[src/rtl/expression_token_lexer_top_assert.svh]
// Assertion macros for the lexer RTL.
// Every macro samples on the rising edge of clock and is off during reset.
`ifndef EXPRESSION_TOKEN_LEXER_TOP_ASSERT_SVH
`define EXPRESSION_TOKEN_LEXER_TOP_ASSERT_SVH

// A property that must hold at every sampled edge.
`define ETL_ASSERT_ALWAYS(label, prop, msg) \
   label: assert property (@(posedge clock) disable iff (reset) (prop)) else $error(msg);

// A condition that, once seen, must be followed by another in the next cycle.
`define ETL_ASSERT_NEXT(label, pre, post, msg) \
   label: assert property (@(posedge clock) disable iff (reset) (pre) |=> (post)) \
      else $error(msg);

`endif

[src/rtl/etl_pkg.sv]
package etl_pkg;

   // One result word of the lexer.
   typedef struct packed {
      logic [7:0] text_byte;
      logic       has_byte;
      logic       token_last;
      logic [4:0] token_kind;
      logic [1:0] error_code;
   } result_type;

   // The most result words that one input word can cause.
   localparam int MaxWords = 3;

   // All words caused by one input word, in order from words[0].
   typedef struct packed {
      logic [1:0]                  count;
      result_type [MaxWords-1:0]   words;
   } step_out_type;

   // Token kinds.
   localparam logic [4:0] KIND_NONE   = 5'd0;  // kind field of a word that does not close a token
   localparam logic [4:0] KIND_END    = 5'd0;
   localparam logic [4:0] KIND_IDENT  = 5'd1;
   localparam logic [4:0] KIND_INT    = 5'd2;
   localparam logic [4:0] KIND_FLOAT  = 5'd3;
   localparam logic [4:0] KIND_STRING = 5'd4;
   localparam logic [4:0] KIND_LPAREN = 5'd5;
   localparam logic [4:0] KIND_RPAREN = 5'd6;
   localparam logic [4:0] KIND_LBRACK = 5'd7;
   localparam logic [4:0] KIND_RBRACK = 5'd8;
   localparam logic [4:0] KIND_DOT    = 5'd9;
   localparam logic [4:0] KIND_SCOPE  = 5'd10;
   localparam logic [4:0] KIND_PLUS   = 5'd11;
   localparam logic [4:0] KIND_MINUS  = 5'd12;
   localparam logic [4:0] KIND_STAR   = 5'd13;
   localparam logic [4:0] KIND_SLASH  = 5'd14;
   localparam logic [4:0] KIND_PCT    = 5'd15;
   localparam logic [4:0] KIND_NOT    = 5'd16;
   localparam logic [4:0] KIND_NE     = 5'd17;
   localparam logic [4:0] KIND_LT     = 5'd18;
   localparam logic [4:0] KIND_LE     = 5'd19;
   localparam logic [4:0] KIND_GT     = 5'd20;
   localparam logic [4:0] KIND_GE     = 5'd21;
   localparam logic [4:0] KIND_EQ     = 5'd22;
   localparam logic [4:0] KIND_ASSIGN = 5'd23;
   localparam logic [4:0] KIND_AND    = 5'd24;
   localparam logic [4:0] KIND_OR     = 5'd25;

   // Error codes.
   localparam logic [1:0] ERR_NONE   = 2'd0;
   localparam logic [1:0] ERR_CHAR   = 2'd1;
   localparam logic [1:0] ERR_STRING = 2'd2;

endpackage

[src/rtl/etl_channels.sv]
// Input channel: one source byte or an end marker per word.
interface etl_req_if;
   logic       valid;
   logic       ready;
   logic [7:0] char_code;
   logic       is_end;

   modport source (output valid, char_code, is_end, input ready);
   modport sink   (input valid, char_code, is_end, output ready);
endinterface

// Result channel: one token text byte, terminator or error per word.
interface etl_rsp_if;
   logic       valid;
   logic       ready;
   logic [7:0] text_byte;
   logic       has_byte;
   logic       token_last;
   logic [4:0] token_kind;
   logic [1:0] error_code;

   modport source (output valid, text_byte, has_byte, token_last, token_kind, error_code,
                   input ready);
   modport sink   (input valid, text_byte, has_byte, token_last, token_kind, error_code,
                   output ready);
endinterface

[src/rtl/etl_step.sv]
module etl_step (
   input  logic                  clock,
   input  logic                  reset,
   input  logic                  accept,
   input  logic [7:0]            char_code,
   input  logic                  is_end,
   output etl_pkg::step_out_type step_out
);

   localparam logic [3:0] MODE_IDLE   = 4'd0;
   localparam logic [3:0] MODE_IDENT  = 4'd1;
   localparam logic [3:0] MODE_INT    = 4'd2;
   localparam logic [3:0] MODE_INTDOT = 4'd3;
   localparam logic [3:0] MODE_FRAC   = 4'd4;
   localparam logic [3:0] MODE_STR    = 4'd5;
   localparam logic [3:0] MODE_STRESC = 4'd6;
   localparam logic [3:0] MODE_OPHELD = 4'd7;
   localparam logic [3:0] MODE_ERROR  = 4'd8;

   // Outcome of a byte seen between tokens.
   typedef struct packed {
      logic [3:0]           mode;
      logic [7:0]           held;
      logic                 emit;
      etl_pkg::result_type  word;
   } start_type;

   // Outcome of settling a held operator against the byte after it.
   typedef struct packed {
      logic                 consumed;
      logic [3:0]           mode;
      logic [1:0]           count;
      etl_pkg::result_type  word0;
      etl_pkg::result_type  word1;
   } resolve_type;

   logic [3:0] lexer_mode_ff, lexer_mode_in;
   logic [7:0] held_operator_ff, held_operator_in;

   function automatic etl_pkg::result_type make_word(input logic [7:0] b, input logic has,
                                                     input logic last, input logic [4:0] kind,
                                                     input logic [1:0] err);
      etl_pkg::result_type w;
      w.text_byte  = b;
      w.has_byte   = has;
      w.token_last = last;
      w.token_kind = kind;
      w.error_code = err;
      return w;
   endfunction

   function automatic etl_pkg::result_type text_word(input logic [7:0] b);
      return make_word(b, 1'b1, 1'b0, etl_pkg::KIND_NONE, etl_pkg::ERR_NONE);
   endfunction

   function automatic etl_pkg::result_type op_word(input logic [7:0] b, input logic [4:0] kind);
      return make_word(b, 1'b1, 1'b1, kind, etl_pkg::ERR_NONE);
   endfunction

   function automatic etl_pkg::result_type term_word(input logic [4:0] kind);
      return make_word(8'h00, 1'b0, 1'b1, kind, etl_pkg::ERR_NONE);
   endfunction

   function automatic etl_pkg::result_type err_word(input logic [7:0] b, input logic has,
                                                    input logic [1:0] err);
      return make_word(b, has, 1'b0, etl_pkg::KIND_NONE, err);
   endfunction

   // Character classes, C locale.
   function automatic logic is_digit(input logic [7:0] c);
      return c inside {[8'h30:8'h39]};
   endfunction

   function automatic logic is_alpha(input logic [7:0] c);
      return c inside {[8'h41:8'h5A], [8'h61:8'h7A]};
   endfunction

   function automatic logic is_space(input logic [7:0] c);
      return c inside {8'h20, [8'h09:8'h0D]};
   endfunction

   function automatic logic is_word(input logic [7:0] c);
      return is_alpha(c) || is_digit(c) || (c == "_");
   endfunction

   function automatic logic [7:0] unescape(input logic [7:0] c);
      logic [7:0] r;
      case (c)
         "n":     r = 8'd10;
         "r":     r = 8'd13;
         "t":     r = 8'd9;
         default: r = c;
      endcase
      return r;
   endfunction

   // A byte that opens a token, starts an operator, is dropped or is an error.
   function automatic start_type start_token(input logic [7:0] c);
      start_type s;
      s.mode = MODE_IDLE;
      s.held = 8'h00;
      s.emit = 1'b0;
      s.word = text_word(c);
      if (is_space(c)) begin
         s.mode = MODE_IDLE;
      end else if (is_alpha(c) || (c == "_")) begin
         s.emit = 1'b1;
         s.mode = MODE_IDENT;
      end else if (is_digit(c)) begin
         s.emit = 1'b1;
         s.mode = MODE_INT;
      end else begin
         case (c)
            "\"": s.mode = MODE_STR;
            "(": begin
               s.emit = 1'b1;
               s.word = op_word(c, etl_pkg::KIND_LPAREN);
            end
            ")": begin
               s.emit = 1'b1;
               s.word = op_word(c, etl_pkg::KIND_RPAREN);
            end
            "[": begin
               s.emit = 1'b1;
               s.word = op_word(c, etl_pkg::KIND_LBRACK);
            end
            "]": begin
               s.emit = 1'b1;
               s.word = op_word(c, etl_pkg::KIND_RBRACK);
            end
            ".": begin
               s.emit = 1'b1;
               s.word = op_word(c, etl_pkg::KIND_DOT);
            end
            ":", "+", "-", "*", "/", "%", "!", "<", ">", "=", "&", "|": begin
               s.held = c;
               s.mode = MODE_OPHELD;
            end
            default: begin
               s.emit = 1'b1;
               s.word = err_word(c, 1'b1, etl_pkg::ERR_CHAR);
               s.mode = MODE_ERROR;
            end
         endcase
      end
      return s;
   endfunction

   // Settle the held operator h against byte n; has_next is low at an end marker.
   function automatic resolve_type resolve_op(input logic [7:0] h, input logic [7:0] n,
                                              input logic has_next);
      resolve_type r;
      logic        doubled;
      logic        arith;
      logic [4:0]  single;
      logic [4:0]  pair;
      r.consumed = 1'b0;
      r.mode     = MODE_IDLE;
      r.count    = 2'd0;
      r.word0    = text_word(h);
      r.word1    = text_word(n);
      doubled    = 1'b0;
      arith      = 1'b0;
      single     = etl_pkg::KIND_NONE;
      pair       = etl_pkg::KIND_NONE;
      case (h)
         ":": begin doubled = 1'b1; pair = etl_pkg::KIND_SCOPE; end
         "&": begin doubled = 1'b1; pair = etl_pkg::KIND_AND; end
         "|": begin doubled = 1'b1; pair = etl_pkg::KIND_OR; end
         "+": begin arith = 1'b1; single = etl_pkg::KIND_PLUS;   pair = etl_pkg::KIND_ASSIGN; end
         "-": begin arith = 1'b1; single = etl_pkg::KIND_MINUS;  pair = etl_pkg::KIND_ASSIGN; end
         "*": begin arith = 1'b1; single = etl_pkg::KIND_STAR;   pair = etl_pkg::KIND_ASSIGN; end
         "/": begin arith = 1'b1; single = etl_pkg::KIND_SLASH;  pair = etl_pkg::KIND_ASSIGN; end
         "%": begin arith = 1'b1; single = etl_pkg::KIND_PCT;    pair = etl_pkg::KIND_ASSIGN; end
         "!": begin arith = 1'b1; single = etl_pkg::KIND_NOT;    pair = etl_pkg::KIND_NE; end
         "<": begin arith = 1'b1; single = etl_pkg::KIND_LT;     pair = etl_pkg::KIND_LE; end
         ">": begin arith = 1'b1; single = etl_pkg::KIND_GT;     pair = etl_pkg::KIND_GE; end
         "=": begin arith = 1'b1; single = etl_pkg::KIND_ASSIGN; pair = etl_pkg::KIND_EQ; end
         default: ;
      endcase
      if (doubled) begin
         // These operators only exist doubled; a lone one is an error.
         if (has_next && (n == h)) begin
            r.consumed = 1'b1;
            r.count    = 2'd2;
            r.word1    = op_word(h, pair);
         end else begin
            r.count = 2'd1;
            r.word0 = err_word(h, 1'b1, etl_pkg::ERR_CHAR);
            r.mode  = MODE_ERROR;
         end
      end else if (arith) begin
         if (has_next && (n == "=")) begin
            r.consumed = 1'b1;
            r.count    = 2'd2;
            r.word1    = op_word(n, pair);
         end else begin
            r.count = 2'd1;
            r.word0 = op_word(h, single);
         end
      end
      return r;
   endfunction

   // Next state and result words for the byte on the input.
   always_comb begin
      start_type   st;
      resolve_type ro;
      st = start_token(char_code);
      ro = resolve_op(held_operator_ff, char_code, !is_end);
      step_out.count    = 2'd0;
      step_out.words    = '0;
      lexer_mode_in     = lexer_mode_ff;
      held_operator_in  = held_operator_ff;

      if (is_end) begin
         // Flush what is pending, then always close with the end token.
         lexer_mode_in    = MODE_IDLE;
         held_operator_in = 8'h00;
         case (lexer_mode_ff)
            MODE_IDENT: begin
               step_out.words[0] = term_word(etl_pkg::KIND_IDENT);
               step_out.words[1] = term_word(etl_pkg::KIND_END);
               step_out.count    = 2'd2;
            end
            MODE_INT: begin
               step_out.words[0] = term_word(etl_pkg::KIND_INT);
               step_out.words[1] = term_word(etl_pkg::KIND_END);
               step_out.count    = 2'd2;
            end
            MODE_INTDOT: begin
               step_out.words[0] = term_word(etl_pkg::KIND_INT);
               step_out.words[1] = op_word(".", etl_pkg::KIND_DOT);
               step_out.words[2] = term_word(etl_pkg::KIND_END);
               step_out.count    = 2'd3;
            end
            MODE_FRAC: begin
               step_out.words[0] = term_word(etl_pkg::KIND_FLOAT);
               step_out.words[1] = term_word(etl_pkg::KIND_END);
               step_out.count    = 2'd2;
            end
            MODE_STR, MODE_STRESC: begin
               step_out.words[0] = err_word(8'h00, 1'b0, etl_pkg::ERR_STRING);
               step_out.words[1] = term_word(etl_pkg::KIND_END);
               step_out.count    = 2'd2;
            end
            MODE_OPHELD: begin
               step_out.words[0] = ro.word0;
               step_out.words[1] = term_word(etl_pkg::KIND_END);
               step_out.count    = 2'd2;
            end
            default: begin
               step_out.words[0] = term_word(etl_pkg::KIND_END);
               step_out.count    = 2'd1;
            end
         endcase
      end else begin
         case (lexer_mode_ff)
            MODE_IDENT: begin
               if (is_word(char_code)) begin
                  step_out.words[0] = text_word(char_code);
                  step_out.count    = 2'd1;
               end else begin
                  step_out.words[0] = term_word(etl_pkg::KIND_IDENT);
                  step_out.words[1] = st.word;
                  step_out.count    = st.emit ? 2'd2 : 2'd1;
                  lexer_mode_in     = st.mode;
                  held_operator_in  = st.held;
               end
            end
            MODE_INT: begin
               if (is_digit(char_code)) begin
                  step_out.words[0] = text_word(char_code);
                  step_out.count    = 2'd1;
               end else if (char_code == ".") begin
                  lexer_mode_in = MODE_INTDOT;
               end else begin
                  step_out.words[0] = term_word(etl_pkg::KIND_INT);
                  step_out.words[1] = st.word;
                  step_out.count    = st.emit ? 2'd2 : 2'd1;
                  lexer_mode_in     = st.mode;
                  held_operator_in  = st.held;
               end
            end
            MODE_INTDOT: begin
               // The held dot becomes part of a float or a dot operator.
               if (is_digit(char_code)) begin
                  step_out.words[0] = text_word(".");
                  step_out.words[1] = text_word(char_code);
                  step_out.count    = 2'd2;
                  lexer_mode_in     = MODE_FRAC;
               end else begin
                  step_out.words[0] = term_word(etl_pkg::KIND_INT);
                  step_out.words[1] = op_word(".", etl_pkg::KIND_DOT);
                  step_out.words[2] = st.word;
                  step_out.count    = st.emit ? 2'd3 : 2'd2;
                  lexer_mode_in     = st.mode;
                  held_operator_in  = st.held;
               end
            end
            MODE_FRAC: begin
               if (is_digit(char_code)) begin
                  step_out.words[0] = text_word(char_code);
                  step_out.count    = 2'd1;
               end else begin
                  step_out.words[0] = term_word(etl_pkg::KIND_FLOAT);
                  step_out.words[1] = st.word;
                  step_out.count    = st.emit ? 2'd2 : 2'd1;
                  lexer_mode_in     = st.mode;
                  held_operator_in  = st.held;
               end
            end
            MODE_STR: begin
               if (char_code == "\\") begin
                  lexer_mode_in = MODE_STRESC;
               end else if (char_code == "\"") begin
                  step_out.words[0] = term_word(etl_pkg::KIND_STRING);
                  step_out.count    = 2'd1;
                  lexer_mode_in     = MODE_IDLE;
               end else begin
                  step_out.words[0] = text_word(char_code);
                  step_out.count    = 2'd1;
               end
            end
            MODE_STRESC: begin
               step_out.words[0] = text_word(unescape(char_code));
               step_out.count    = 2'd1;
               lexer_mode_in     = MODE_STR;
            end
            MODE_OPHELD: begin
               step_out.words[0] = ro.word0;
               step_out.words[1] = ro.word1;
               step_out.count    = ro.count;
               lexer_mode_in     = ro.mode;
               held_operator_in  = 8'h00;
               // A byte not taken as second character starts the next token, unless the held operator is an error.
               if (!ro.consumed && (ro.mode != MODE_ERROR)) begin
                  step_out.words[1] = st.word;
                  step_out.count    = st.emit ? 2'd2 : 2'd1;
                  lexer_mode_in     = st.mode;
                  held_operator_in  = st.held;
               end
            end
            MODE_ERROR: ;
            default: begin
               step_out.words[0] = st.word;
               step_out.count    = st.emit ? 2'd1 : 2'd0;
               lexer_mode_in     = st.mode;
               held_operator_in  = st.held;
            end
         endcase
      end
   end

   // Lexer state advances once per accepted word.
   always_ff @(posedge clock) begin
      if (reset) begin
         lexer_mode_ff    <= MODE_IDLE;
         held_operator_ff <= 8'h00;
      end else if (accept) begin
         lexer_mode_ff    <= lexer_mode_in;
         held_operator_ff <= held_operator_in;
      end
   end

endmodule

[src/rtl/etl_out_buf.sv]
`include "expression_token_lexer_top_assert.svh"

module etl_out_buf (
   input  logic                  clock,
   input  logic                  reset,
   input  logic                  load,
   input  etl_pkg::step_out_type step_out,
   output logic                  load_ready,
   output logic                  rsp_valid,
   input  logic                  rsp_ready,
   output etl_pkg::result_type   rsp_word
);

   etl_pkg::result_type slot_ff [etl_pkg::MaxWords];
   logic [1:0]          count_ff;
   logic                pop;

   // Head slot drives the result channel.
   assign rsp_valid  = (count_ff != 2'd0);
   assign rsp_word   = slot_ff[0];
   assign pop        = rsp_valid && rsp_ready;

   // A new word may load once the buffer empties in this cycle.
   assign load_ready = (count_ff == 2'd0) || ((count_ff == 2'd1) && rsp_ready);

   // Control: fill count.
   always_ff @(posedge clock) begin
      if (reset) begin
         count_ff <= 2'd0;
      end else if (load) begin
         count_ff <= step_out.count;
      end else if (pop) begin
         count_ff <= count_ff - 2'd1;
      end
   end

   // Payload: load all slots at once, shift toward the head on each pop.
   always_ff @(posedge clock) begin
      if (load) begin
         slot_ff[0] <= step_out.words[0];
         slot_ff[1] <= step_out.words[1];
         slot_ff[2] <= step_out.words[2];
      end else if (pop) begin
         slot_ff[0] <= slot_ff[1];
         slot_ff[1] <= slot_ff[2];
      end
   end

   `ETL_ASSERT_ALWAYS(a_no_load_when_busy, (count_ff > 2'd1) |-> !load,
                      "load while buffer busy")
   `ETL_ASSERT_NEXT(a_pop_counts_down, (count_ff > 2'd1) && rsp_ready,
                    count_ff == $past(count_ff) - 2'd1, "pop did not count down")
   `ETL_ASSERT_NEXT(a_empty_load, load && (step_out.count == 2'd0), count_ff == 2'd0,
                    "silent word left buffer busy")

endmodule

[src/rtl/expression_token_lexer_top.sv]
// Expression token lexer.
// The req_channel carries one source byte per word, or an end marker when
// is_end is set. The rsp_channel carries the token stream: one text byte per
// word, byte-less terminators with token_last and token_kind for identifiers,
// numbers and strings, operators closed on their last byte, and error words.
// Latency: the first result of a word appears on rsp_channel the cycle after the
// word is accepted. Throughput: one input word per cycle while each word
// causes at most one result and the receiver takes it; a word that causes k
// results (k up to three) holds req_channel.ready low until only its last result
// waits and is being taken, as the three-slot result buffer has a single read port.
// When the receiver stalls, results stay in the buffer and ready stays low
// while any result waits; no result is lost or repeated.
// Reset (synchronous, active high) returns the lexer to the idle state
// between tokens, clears the held operator and empties the result buffer.
// After an error, bytes are ignored until an end marker, which always
// produces an end token.
module expression_token_lexer_top (
   input  logic      clock,
   input  logic      reset,
   etl_req_if.sink   req_channel,
   etl_rsp_if.source rsp_channel
);

   etl_pkg::step_out_type step_out;
   etl_pkg::result_type   rsp_word;
   logic                  load_ready;
   logic                  accept;

   assign req_channel.ready = load_ready;
   assign accept            = req_channel.valid && load_ready;

   // Decode of the accepted byte against the lexer state.
   etl_step u_step (
      .clock     (clock),
      .reset     (reset),
      .accept    (accept),
      .char_code (req_channel.char_code),
      .is_end    (req_channel.is_end),
      .step_out  (step_out)
   );

   // Result buffer toward the receiver.
   etl_out_buf u_out_buf (
      .clock      (clock),
      .reset      (reset),
      .load       (accept),
      .step_out   (step_out),
      .load_ready (load_ready),
      .rsp_valid  (rsp_channel.valid),
      .rsp_ready  (rsp_channel.ready),
      .rsp_word   (rsp_word)
   );

   assign rsp_channel.text_byte  = rsp_word.text_byte;
   assign rsp_channel.has_byte   = rsp_word.has_byte;
   assign rsp_channel.token_last = rsp_word.token_last;
   assign rsp_channel.token_kind = rsp_word.token_kind;
   assign rsp_channel.error_code = rsp_word.error_code;

endmodule

[src/flat_wrapper.sv]
// flat-port wrapper written by rule: the top's interface ports become plain ports
module expression_token_lexer_top_flat 
  (clock, reset, req_channel_valid, req_channel_char_code, req_channel_is_end, req_channel_ready, rsp_channel_valid, rsp_channel_text_byte, rsp_channel_has_byte, rsp_channel_token_last, rsp_channel_token_kind, rsp_channel_error_code, rsp_channel_ready);
  etl_req_if req_channel_i ();
  etl_rsp_if rsp_channel_i ();
  input  logic clock;
  input  logic reset;
  input wire logic [$bits(req_channel_i.valid)-1:0] req_channel_valid;
  input wire logic [$bits(req_channel_i.char_code)-1:0] req_channel_char_code;
  input wire logic [$bits(req_channel_i.is_end)-1:0] req_channel_is_end;
  output wire logic [$bits(req_channel_i.ready)-1:0] req_channel_ready;
  output wire logic [$bits(rsp_channel_i.valid)-1:0] rsp_channel_valid;
  output wire logic [$bits(rsp_channel_i.text_byte)-1:0] rsp_channel_text_byte;
  output wire logic [$bits(rsp_channel_i.has_byte)-1:0] rsp_channel_has_byte;
  output wire logic [$bits(rsp_channel_i.token_last)-1:0] rsp_channel_token_last;
  output wire logic [$bits(rsp_channel_i.token_kind)-1:0] rsp_channel_token_kind;
  output wire logic [$bits(rsp_channel_i.error_code)-1:0] rsp_channel_error_code;
  input wire logic [$bits(rsp_channel_i.ready)-1:0] rsp_channel_ready;
  assign req_channel_i.valid = req_channel_valid;
  assign req_channel_i.char_code = req_channel_char_code;
  assign req_channel_i.is_end = req_channel_is_end;
  assign req_channel_ready = req_channel_i.ready;
  assign rsp_channel_valid = rsp_channel_i.valid;
  assign rsp_channel_text_byte = rsp_channel_i.text_byte;
  assign rsp_channel_has_byte = rsp_channel_i.has_byte;
  assign rsp_channel_token_last = rsp_channel_i.token_last;
  assign rsp_channel_token_kind = rsp_channel_i.token_kind;
  assign rsp_channel_error_code = rsp_channel_i.error_code;
  assign rsp_channel_i.ready = rsp_channel_ready;
  expression_token_lexer_top u_core (.clock(clock), .reset(reset), .req_channel(req_channel_i), .rsp_channel(rsp_channel_i));
endmodule
[config.mk]
export PLATFORM = sky130hd
export DESIGN_NAME = expression_token_lexer_top_flat
export DESIGN_NICKNAME = d
export VERILOG_FILES = /design/src/rtl/etl_pkg.sv /design/src/rtl/etl_channels.sv /design/src/rtl/etl_step.sv /design/src/rtl/etl_out_buf.sv /design/src/rtl/expression_token_lexer_top.sv /design/src/flat_wrapper.sv
export VERILOG_INCLUDE_DIRS = /design/src /design/src/rtl
export SDC_FILE = /design/constraint.sdc
export NUM_CORES = 1
export LEC_CHECK = 0
export BUFFER_PORTS_ARGS = -buffer_cell sky130_fd_sc_hd__buf_2
export CAP_MARGIN = 25
export CORE_ASPECT_RATIO = 0.5
export CORE_MARGIN = 4
export CORE_UTILIZATION = 42
export CTS_BUF_LIST = sky130_fd_sc_hd__clkbuf_2
export DETAILED_ROUTE_END_ITERATION = 12
export HOLD_SLACK_MARGIN = 0.12
export SLEW_MARGIN = 20
export SYNTH_ARGS = -nofsm -noshare
export SYNTH_HDL_FRONTEND = slang
export SYNTH_SLANG_ARGS = --single-unit
export TNS_END_PERCENT = 50
[constraint.sdc]
create_clock -name clock -period 7.6 [get_ports clock]
set_clock_uncertainty 0.2 [all_clocks]
set_input_delay 2.28 -clock clock [delete_from_list [all_inputs] [get_ports clock]]
set_output_delay 2.28 -clock clock [all_outputs]
set_load 0.02 [all_outputs]
# Yosys cells after proc, flatten, opt, wreduce, memory -nomap -nowiden

Memories as Yosys holds them, arrays and structs flattened.
Cells that the tools add are included.

Magnitude comparators: 8
Multiplexer cells: 88
Equal/unequal tests: 55
Bitwise gates (word level): 2
Add/sub/neg operators: 1
Reductions and logical operators: 34

Operator list:

| kind                 | count |
|---|---|
| $mux W17             | 15 |
| $eq A8 B6 Y1 const B | 27 |
| $pmux W17 S5         | 2 |
| $pmux W17 S8         | 1 |
| $pmux W18 S6         | 1 |
| $mux W8              | 12 |
| $eq A8 B7 Y1 const B | 9 |
| $mux W36             | 2 |
| $mux W34             | 2 |
| $mux W4              | 14 |
| $mux W53             | 1 |
| $pmux W5 S9          | 1 |
| $pmux W5 S8          | 1 |
| $pmux W8 S5          | 1 |
| $pmux W4 S8          | 1 |
| $pmux W15 S2         | 1 |
| $mux W26             | 1 |
| $pmux W8 S3          | 1 |
| $mux W2              | 10 |
| $mux W1              | 18 |
| $eq A4 B3 Y1 const B | 4 |
| $ge A8 B7 Y1 const B | 2 |
| $le A8 B7 Y1 const B | 2 |
| $pmux W2 S8          | 1 |
| other kinds (30)     | 58 |

Output and inout port bits: 19
Input bits: 13
Flip-flop bits (word level): 14
Word-level logic and storage cells: 192
Memories kept: 1
Bits in writable memories: 51

Memory list:

| name                     | depth | width | rd ports | clocked after memory_dff | write ports | RTL line          | RTL |
|---|---|---|---|---|---|---|---|
| u_core.u_out_buf.slot_ff | 3     | 17    | 3        | 0                        | 3           | etl_out_buf.sv:14 | `etl_pkg::result_type slot_ff [etl_pkg::MaxWords];` |

# Logic depth before layout (Yosys ltp)

Gate-level depths: netlist of the first run.

Word-level depth: 12
Depth in mapped cells: 10
Gate-level depth less buffers: 10

# Hierarchy

A second synthesis of the first run with hierarchy kept.

Cell total of the unflattened synthesis: 563
Area total of the unflattened synthesis: 5,127.4 um^2

Modules (own cells, without submodules):

| module                     | times used | seq. area each (um^2) | cells an instance | area an instance (um^2) |
|---|---|---|---|---|
| etl_step                   | 1          | 240.2                 | 437               | 2,879.0 |
| etl_out_buf                | 1          | 1,571.5               | 125               | 2,242.2 |
| expression_token_lexer_top | 1          | 0.0                   | 1                 | 6.3 |

# Worst setup path after synthesis of the first run

Ideal clock, no wire load.

Path kind: input-to-output
Start: input port rsp_channel_ready
End: output port req_channel_ready
Stages: 2
Setup slack: 2,627 ps
Data arrival time: 2,493 ps
Required time: 5,120 ps
Path buffers: 0
Cells stage by stage: nand2_1 -> nand2_1

Cells in the longest elaborated chain, start to end: 2

Ends and longest elaborated chain:

| element             | RTL line           | RTL |
|---|---|---|
| start: declaration  | flat_wrapper.sv:18 | `input wire logic [$bits(rsp_channel_i.ready)-1:0] rsp_channel_ready;` |
| $logic_and A1 B1 Y1 | etl_out_buf.sv:24  | `assign load_ready = (count_ff == 2'd0) \|\| ((count_ff == 2'd1) && rsp_ready);` |
| $logic_or A1 B1 Y1  | etl_out_buf.sv:24  |  |
| end: declaration    | flat_wrapper.sv:11 | `output wire logic [$bits(req_channel_i.ready)-1:0] req_channel_ready;` |

No other way between the ends.

# Worst setup path after layout of the first run

Ends and elaborated chain as after synthesis.

==> results.tsv, run 1 <==
metric	value	unit
fin_tns_setup	0	ns
ys_ff_latch	62	
multiInputGateArea	0.002793	mm2
yosys.area.top_type	edfxtp_1	
cts_root_buffer	clkbuf_2	
numCtsBuffers	9	
die_h	84.01	um
arrival	2.67	ns
grt-ovfl-total	0	
dr.pass1.iters	5	
drv_cap	0	
grt_max_degree	38	
cts_hold_repair.buffers	0	
cts.sinks	62	
max_freq	194.2	MHz
yosysUniqueCellTypes	81	
finalPower	1262	uW
nets	585	
power.density	249.4	mW/mm2
syn_avg_cell_area	8.339	um2
wl_per_cell	22.81	um
final_area	0.005061	mm2
num_io_pins	32	
syn_inst	582	
area_delta_synth_final	4.279	%
cp-start-kind	input port	
vias_per_cell	6.613	
whs_path_depth	1	
ff_latch_area	0.001722	mm2
leakage	0.001802	uW
grt_usage	24.29	%
drtIter0Drc	793	
r2r_cells	7	
grt_pass1_vias	4240	
synthTopCellsByArea	edfxtp_1, dfxtp_1, nand2_1	
worst_hold_path_type	reg2reg	
layout_min_cycle_time	5.149	ns
outcome	complete, no violations	
dp_hpwl	11830	um
synth.most_common_cell	nand2_1	
end_kind	output port	
port_buffers	31	
ys.flop_type	edfxtp_1	
rows	27	
cts_resized	0	
start_util	43.54	%
worst_slew_pin_slew	0.9587	ns
rsz0062_at_grt	no	
dpl-instance-area	0.004937	mm2
grt_first_pass_wirelength	25650	um
syn_area	0.004853	mm2
cp_cell_sequence	buf_2 > nand2_1 > nand2_1 > buf_2	
cpMaxStageDelayCell	buf_2	
worstPathMaxFanout	3	
die-area	0.01344	mm2
clock_latency	0.54	ns
clockBufferDepth	2	
routed-via-count	4761	
synth-async-reset-ratio	0	%
core	0.01115	mm2
vdd_drop_max	0.0002829	V
required	5.12	ns
synthesis.nets	597	
clkTransAtPathRegs	0.24	ns
antennaDiodeCount	0	
drive_above_1_share	12.52	%
postCtsSetupBuffers	0	
yosysSeqAreaShare	35.47	%
yosysTopAreaCellShare	29.70	%
maxSlewHeadroom	35.18	%
final_antenna_net_count	0	
die_w	160.0	um
setup_viol	0	
path_class	in2out	
routed_wl	16430	um
yosys_warnings	0	
fin_crit_sh	67.75	%
drcViolationCount	0	
gp_congestion	0.9926	
cts_max_level	3	
critPathMaxStageDelay	0.17	ns
antenna_found_initial	0	
cts_tree	yes	
slew_viol_final	0	
fillers	1157	
synth_commonest_cells	nand2_1, nor2_1, edfxtp_1	
synth_edf_count	48	
hold_violations	0	
==> worst max-delay path, delay by kind of cell <==
kind,cells,cell delay (ns)
buffers and inverters,2,0.26
and+or+nand+nor,2,0.13
==> flip-flops by register name (all words and copies together) (netlist names) <==
| name | flops |
|---|---|
| u_core.u_step.held_operator_ff | 8 |
| u_core.u_step.lexer_mode_ff | 4 |
| u_core.u_out_buf.count_ff | 2 |
| u_core.u_out_buf.slot_ff | 48 |
==> routing by layer <==
layer	up-vias	GRT usage (%)	share of wire, %
li1	2176	-	-
met1	2273	39.13	49
met2	286	32.09	38
met3	26	5.673	12
met4	0	4.762	1.2
met5	-	0	0
==> placed cells by master, fill, tap and decap left out, drive strengths merged, types with 10 or more instances in the layout <==
cell type,count
nand2,53
nor2,52
edfxtp,48
o21ai,39
buf,37
a21oi,35
nor3,30
nand2b,22
inv,15
dfxtp,14
nand3,14
and3,11
a21o,11
a22o,11
and2,10
nor2b,10
o211ai,10
==> kinds of logic (layout without fill, tap and decap cells) <==
kind of cell / Yosys count / in the layout / synth area share [%]
and+or+nand+nor: 249 / 249 / 27.40
muxes: 1 / 1 / 0.2062
DFF: 62 / 62 / 35.47
buffers and inverters: 71 / 64 / 7.064
adders and majority gates: 2 / 2 / 0.5155
AOI/OAI and AO/OA: 185 / 185 / 27.17
xor gates and xnor gates: 12 / 12 / 2.165
==> power by group <==
| group | switching [uW] | internal (uW) |
|---|---|---|
| clock network | 152 | 81.9 |
| logic | 339 | 139 |
| registers | 34.1 | 516 |
==> per-stage QoR <==
stage	hold WS (ns)	setup WS, ns	cells	utilization [%]
detailed placement	0.3059	2.450	704	44.29
finish	0.3348	2.451	720	45.40
CTS	0.3333	2.446	720	45.40
global placement	0.2987	2.462	704	44.29
floorplan	0.2889	2.627	582	-
global route	0.3724	2.405	720	45.40
==> path summary, 6_finish.rpt <==
| path | start | to | slack (ns) |
|---|---|---|---|
| worst min register to register | u_core.u_out_buf.slot_ff[1][3]$_SDFFCE_PP0P_ | u_core.u_out_buf.slot_ff[0][20]$_DFFE_PP_ | 0.33 |
| worst max-delay path | rsp_channel_ready | req_channel_ready | 2.45 |
| worst min-delay path | u_core.u_out_buf.slot_ff[1][3]$_SDFFCE_PP0P_ | u_core.u_out_buf.slot_ff[0][20]$_DFFE_PP_ | 0.33 |
| worst max register to register | u_core.u_step.held_operator_ff[1]$_SDFFE_PP0P_ | u_core.u_out_buf.slot_ff[0][5]$_DFFE_PP_ | 3.96 |
==> final cells by class <==
cell class | instances | share of cell area [%]
Multi-Input combinational cell | 449 | 55.18
Inverter | 11 | 0.8158
Timing Repair Buffer | 37 | 3.956
Tap cell | 145 | 3.585
Clock buffer | 9 | 0.8900
Sequential cell | 62 | 34.02
Clock inverter | 7 | 1.557
Note: power is estimated with default switching activity, not from simulation.
==> run 2: changes to the inputs <==
ABC_AREA = 1   (was default)
clock period = 5.1 ns   (was 7.6 ns; I/O delays follow)
==> results.tsv, run 2 <==
metric	value	unit
grt_usage	27.63	%
yosysUniqueCellTypes	47	
ys.flop_type	edfxtp_1	
worst_slew_pin_slew	0.8725	ns
synth-async-reset-ratio	0	%
yosys.area.top_type	edfxtp_1	
setup_viol	0	
r2r_slack	1.86	ns
cts.sinks	62	
final_common_cell	nand2_1	
grt_pass1_vias	4460	
gp_congestion	1.021	
grt-ovfl-total	0	
hold_violations	0	
place_ws	1.074	ns
reg.largest.list	u_core.u_out_buf.slot_ff (48), u_core.u_step.held_operator_ff (8), u_core.u_step.lexer_mode_ff (4)	
postCtsSetupBuffers	0	
drcViolationCount	0	
fin_tns_setup	0	ns
max_freq	275.0	MHz
end_kind	output port	
drtIter0Drc	630	
largest_register_ffs	48	
die_h	85.02	um
synthTopCellsByArea	edfxtp_1, nand2_1, nor2_1	
die-area	0.01378	mm2
cp-start-kind	input port	
vias_per_cell	5.732	
leakage	0.002378	uW
synthesis.nets	698	
arrival	1.91	ns
yosys_warnings	0	
antennaDiodeCount	0	
drive_above_1_share	22.36	%
vdd_drop_max	0.0001540	V
layout_min_cycle_time	3.636	ns
dr.pass1.iters	5	
syn_inst	683	
required	3.37	ns
synth_commonest_cells	nand2_1, nor2_1, inv_1	
slew_viol_final	0	
outcome	complete, no violations	
yosysSeqAreaShare	34.56	%
place_inst	845	
routed-via-count	4935	
nets	712	
path_class	in2out	
syn_avg_cell_area	7.295	um2
dp_hpwl	14930	um
wl_per_cell	21.91	um
fin_crit_sh	71.30	%
cts_max_level	3	
maxSlewHeadroom	41.77	%
area_delta_synth_final	5.575	%
final_antenna_net_count	0	
clockBufferDepth	2	
start_util	44.16	%
numCtsBuffers	9	
layout_common_cells	nand2_1, nor2_1, inv_1	
ys_ff_latch	62	
port_buffers	31	
core	0.01128	mm2
synth_edf_count	48	
syn_area	0.004982	mm2
yosysTopAreaCellShare	28.93	%
die_w	162.0	um
cts_root_buffer	clkbuf_2	
regMostFlops	u_core.u_out_buf.slot_ff	
antenna_found_initial	0	
rsz0062_at_grt	no	
cts_hold_repair.buffers	0	
cts_tree	yes	
worst_slack	1.464	ns
fillers	1221	
num_io_pins	32	
worstPathMaxFanout	2	
clkTransAtPathRegs	0.23	ns
worst_hold_path_type	reg2reg	
grt_max_degree	36	
synth.most_common_cell	nand2_1	
power.density	336.6	mW/mm2
clock_latency	0.56	ns
drv_cap	0	
fin_cells	861	
cts_resized	0	
routed_wl	18870	um
grt_first_pass_wirelength	28140	um
rows	27	
## run 2: changes by cell type after synthesis, sizes merged, moves of 17 or more
cell and change:
nor3 -17, clkbuf -20, nand3 +48, inv +76, nand2 +133, nand2b -22
nor2 +59
## run 2: where the power goes
part | leakage, uW | internal, uW | switching, uW
Clock | 0.0000699 | 114 | 223
Combinational | 0.00171 | 168 | 481
Sequential | 0.000596 | 729 | 54.9
Total | 0.00238 | 1010 | 759
## run 2: path summary, 6_finish.rpt
| path | from | to | depth (start not counted) |
|---|---|---|---|
| worst max-delay path | rsp_channel_ready | req_channel_ready | 4 |
| worst min-delay path | u_core.u_out_buf.count_ff[1]$_SDFFE_PP0P_ | u_core.u_out_buf.count_ff[1]$_SDFFE_PP0P_ | 2 |
| worst max register to register | u_core.u_step.lexer_mode_ff[1]$_SDFFE_PP0P_ | u_core.u_out_buf.slot_ff[0][13]$_DFFE_PP_ | 10 |
| worst min register to register | u_core.u_out_buf.count_ff[1]$_SDFFE_PP0P_ | u_core.u_out_buf.count_ff[1]$_SDFFE_PP0P_ | 2 |
## run 2: critical path: stages
cell and delay (ns):
buf_2 0.10, nand2_1 0.06, nand2_2 0.06, buf_2 0.15
## run 2: routing by layer
metal | track usage [%] | up-vias | part of all wire (%)
met2 | 33.74 | 323 | 35
met3 | 10.72 | 25 | 15
met1 | 43.86 | 2291 | 48
met4 | 5.219 | 2 | 1.2
met5 | 4.895 | - | 0.49
li1 | - | 2294 | -
## run 2: cell type report
type | count | area [um2] | share of cell area, %
inverters | 86 | 332.8 | 6.327
well taps | 159 | 198.9 | 3.782
repair buffers | 33 | 170.2 | 3.235
multi-input cells | 505 | 2719 | 51.69
clock inverters | 7 | 72.57 | 1.380
flip-flops and latches | 62 | 1722 | 32.73
clock buffers | 9 | 45.04 | 0.8563
## run 2: cell families (layout without fill, tap and decap cells)
logic type | count (synthesis) | count (layout) | share of synthesized area, %
buf+inv | 116 | 135 | 10.87
compound gates | 109 | 109 | 13.79
fa+ha+maj | 2 | 2 | 0.5022
xor+xnor | 2 | 2 | 0.3516
simple gates | 392 | 392 | 39.93
flops | 62 | 62 | 34.56
## run 2: through the flow
stage / utilization (%) / total power, uW / hold WS, ns / instance area (um2)
after floorplan: - / 1283 / 0.2557 / 4982
final: 46.62 / 1770 / 0.3034 / 5260
after CTS: 46.62 / 1765 / 0.2985 / 5260
after global placement: 45.58 / 1432 / 0.2665 / 5142
after global routing: 46.62 / 1867 / 0.3181 / 5260
after detailed placement: 45.58 / 1435 / 0.2722 / 5142
